--- src/depq_pkg.sv ---
// ----------------------------------------------------------------------------
// depq_pkg
// Shared types and constants for the double-ended priority queue.
// ----------------------------------------------------------------------------
package depq_pkg;

  localparam int CAPACITY = 256;
  localparam int CNT_W    = $clog2(CAPACITY + 1);
  localparam int IDX_W    = $clog2(CAPACITY);
  localparam int VAL_W    = 32;

  typedef logic signed [VAL_W-1:0] value_t;
  typedef logic [CNT_W-1:0]        count_t;

  localparam logic [2:0] REQ_INSERT  = 3'd0;
  localparam logic [2:0] REQ_DEL_MAX = 3'd1;
  localparam logic [2:0] REQ_DEL_MIN = 3'd2;
  localparam logic [2:0] REQ_CLEAR   = 3'd3;
  localparam logic [2:0] REQ_REPORT  = 3'd4;

  typedef enum logic [1:0] {
    OP_HOLD,
    OP_INSERT,
    OP_SHIFT
  } cell_op_e;

endpackage

--- src/depq_cell.sv ---
// ----------------------------------------------------------------------------
// depq_cell
// One slot of the sorted row: holds a value, keeps it, takes the new value,
// or takes a neighbor's value on insert and remove-smallest.
// ----------------------------------------------------------------------------
module depq_cell
  import depq_pkg::*;
(
  input  logic     clk_i,
  input  cell_op_e op_i,
  input  value_t   ins_value_i,
  input  logic     occupied_i,
  input  logic     lower_gt_i,
  input  value_t   lower_value_i,
  input  value_t   upper_value_i,
  output logic     gt_o,
  output value_t   value_o
);

  value_t value_q, value_d;

  // past the end, or above the new value: this slot moves up
  assign gt_o = !occupied_i || (value_q > ins_value_i);

  always_comb begin
    value_d = value_q;
    case (op_i)
      OP_INSERT: begin
        if (gt_o) begin
          value_d = lower_gt_i ? lower_value_i : ins_value_i;
        end
      end
      OP_SHIFT: value_d = upper_value_i;
      default:  value_d = value_q;
    endcase
  end

  always_ff @(posedge clk_i) begin
    value_q <= value_d;
  end

  assign value_o = value_q;

endmodule

--- config.mk ---
export PLATFORM = sky130hd
export DESIGN_NAME = depq_cell
export DESIGN_NICKNAME = d
export VERILOG_FILES = /design/src/depq_pkg.sv /design/src/depq_cell.sv
export SDC_FILE = /design/constraint.sdc
export NUM_CORES = 1
export LEC_CHECK = 0
export BUFFER_PORTS_ARGS = -buffer_cell sky130_fd_sc_hd__buf_4
export CORE_AREA = 2 2 81 83
export DETAILED_ROUTE_END_ITERATION = 8
export DIE_AREA = 0 0 83 85
export GPL_TIMING_DRIVEN = 0
export HOLD_SLACK_MARGIN = 0.05
export PLACE_DENSITY = 0.81
export SLEW_MARGIN = 0
export SYNTH_ARGS = -nofsm -noshare
export SYNTH_HDL_FRONTEND = slang
export SYNTH_SLANG_ARGS = --single-unit
--- constraint.sdc ---
create_clock -name clk_i -period 3.6 [get_ports clk_i]
set_input_delay 0.36 -clock clk_i [delete_from_list [all_inputs] [get_ports clk_i]]
set_output_delay 0.36 -clock clk_i [all_outputs]
set_load 0.005 [all_outputs]
==> flow_summary.json <==
{
  "critPathMaxFanout": 2,
  "end_kind": "output pin",
  "arrival_ns": 2.41,
  "rows": 29,
  "power_frac_seq_pct": 43.6,
  "ys_types": 26,
  "grt_pass1_wl_mm": 11.1,
  "cp.required_ns": 3.24,
  "die_w_um": 83,
  "tritoncts": "yes",
  "ys_async_sr_fraction_pct": 0,
  "via_per_inst": 5.04,
  "dpl.hpwl_mm": 5.66,
  "ctsLongestPathBuffers": 2,
  "antenna_found_initial": 0,
  "synth-seq-cells": 32,
  "synth_most_common_cell": "nand2_1",
  "irDropWorstVdd_mv": 0.182,
  "switchingPower_uw": 311,
  "drcViolationCount": 0,
  "hold_viol": 0,
  "drt-initial-drc-count": 88,
  "synthTopCellsByArea": "edfxtp_1, ha_1, mux2i_1",
  "synth_edf_count": 32,
  "synthesis.nets": 390,
  "io_buffers": 132,
  "pin_count": 134,
  "antenna_cells": 0,
  "power_mw": 1.11,
  "ys_seq_area_share_pct": 38.8,
  "ctsHoldBuffers": 0,
  "die_h_um": 85,
  "multi_input_area_um2": 1360,
  "largest_reg_flops": 32,
  "netlist_area_um2": 2480,
  "area_growth_pct": 48.9,
  "worst_slew_pin_slew_ns": 0.710,
  "drtAntennaViolNets": 0,
  "cts_root_buf": "clkbuf_8",
  "gr-total-overflow": 0,
  "wl_per_cell_um": 14.4,
  "htree_levels": 2,
  "fillCellCount": 551,
  "timing.final.crit_share_pct": 77.0,
  "clkPwrFrac_pct": 23.8,
  "p_comb_share_pct": 32.6,
  "rsz0062_at_grt": "no",
  "clk_latency_ns": 0.28,
  "worstSetupPathType": "flop to output pin",
  "register_area_um2": 961,
  "yosys-top-cells-count": "nand2_1, o21ai_0",
  "slew_headroom_pct": 52.0,
  "post_cts_resized": 0,
  "yosysTopAreaCell": "edfxtp_1",
  "gp_congestion": 0.769,
  "die_area_um2": 7060,
  "grt_pass1_vias": 2509,
  "avgSynthCellArea_um2": 9.63,
  "setup_tns_ns": 0,
  "p_per_area_nw_per_um2": 300,
  "clk_pin_slew_ns": 0.07,
  "core_area_um2": 6200,
  "routed_wl_mm": 6.84,
  "nNetsFinal": 530,
  "finalCriticalPeriod_ns": 2.77,
  "initial_core_util_pct": 39.9,
  "outcome": "complete, no violations",
  "synth_top_cell_area_share_pct": 38.8,
  "cap_violations": 0,
  "start_kind": "flop",
  "ys_warn_count": 0,
  "drt-pass1-iter-count": 5,
  "cts_setup_buffers": 0,
  "synth_cells": 257,
  "synthFlopType": "edfxtp_1",
  "hold_class": "input pin to flop",
  "clock.fmax_ghz": 0.361,
  "grt_max_degree": 23,
  "final_max_slew_viol_count": 0,
  "grt_use_total_pct": 19.3,
  "num_vias": 2395,
  "numCtsBuffers": 5,
  "p_int_uw": 795,
  "p_sw_share_pct": 28.1,
  "finalSetupViolations": 0,
  "power_leakage_nw": 1.83,
  "skew_ns": 0.00430,
  "drive_gt1_share_pct": 37.7,
  "cts_num_sinks": 32
}
-- path summary, 6_finish.rpt --
kind / start / endpoint / slack [ns] / depth (start not counted)
min: upper_value_i[17] / value_o[17] / 0.36 / 3
max: value_o[17] / gt_o / 0.83 / 8
max reg2reg: value_o[31] / value_o[8] / 0.86 / 6
min reg2reg: value_o[31] / value_o[14] / 1.24 / 5
-- routing by layer --
metal,vias to the layer above,routed length (um),track usage (%)
li1,1208,-,-
met1,1104,2880,22.4
met2,79,3530,35.9
met3,4,399,4.86
met4,0,40,4.47
met5,-,0,0
-- cells in the final DEF, fill, tap and decap left out --
cell type  count
a211oi_1       2
edfxtp_1      32
mux2i_1       32
nand4_2        2
clkbuf_8       5
a31oi_4        1
a2111oi_2      1
inv_1         32
clkinv_1       1
nand4_1        6
nor2b_1        4
o21ai_0       34
buf_16         1
clkbuf_1       5
a31oi_1        1
nand3_1        3
buf_4        132
a2111oi_1      1
o41ai_1        2
buf_2          8
nor4_1         2
or2b_1         1
a21oi_1       12
o21ai_1        1
o2bb2ai_1      1
a21o_1         4
ha_1          32
o211ai_1       1
and2_1         1
nor2_1         2
nand2_1       36
-- per-stage QoR --
stage               cells  setup slack, ns  hold slack [ns]  utilization (%)  cell area (um^2)
floorplan             257            0.740            0.547                -              2480
global placement      466           -0.128            0.636             57.5              3570
detailed placement    467            0.783            0.641             58.1              3610
CTS                   475            0.834            0.347             59.4              3690
global route          475            0.701            0.352             59.4              3690
finish                475            0.829            0.358             59.4              3690
-- worst max-delay path: stages (launching register included) --
cell	delay [ns]
edfxtp_1	0.40
ha_1	0.31
a21oi_1	0.16
nor2_1	0.05
a211oi_1	0.32
o41ai_1	0.15
a2111oi_2	0.42
a31oi_1	0.16
buf_4	0.17
-- final cells by class --
type / instances / share of cell area (%)
buffer: 11 / 1.39
clock buffer: 7 / 2.07
clock inverter: 1 / 0.102
inverter: 32 / 3.26
multi-input combinational: 182 / 36.9
sequential: 32 / 26.1
tap: 77 / 2.61
timing repair buffer: 133 / 27.6
-- cells by family (layout without fill, tap and decap cells) --
group	after synthesis	count (layout)	share of synthesized area [%]
compound gates	61	61	14.2
simple gates	57	57	11.0
buf+inv	43	184	6.92
fa+ha+maj	32	32	16.2
mux	32	32	12.9
flops	32	32	38.8
-- power groups by stage --
stage	clock network [mW]	registers (mW)	logic [mW]
after floorplan	0	0.492	0.160
after global placement	0	0.490	0.342
after detailed placement	0	0.490	0.362
after CTS	0.271	0.482	0.364
after global routing	0.285	0.487	0.401
final	0.264	0.482	0.360
Note: power is estimated with default switching activity, not from simulation.
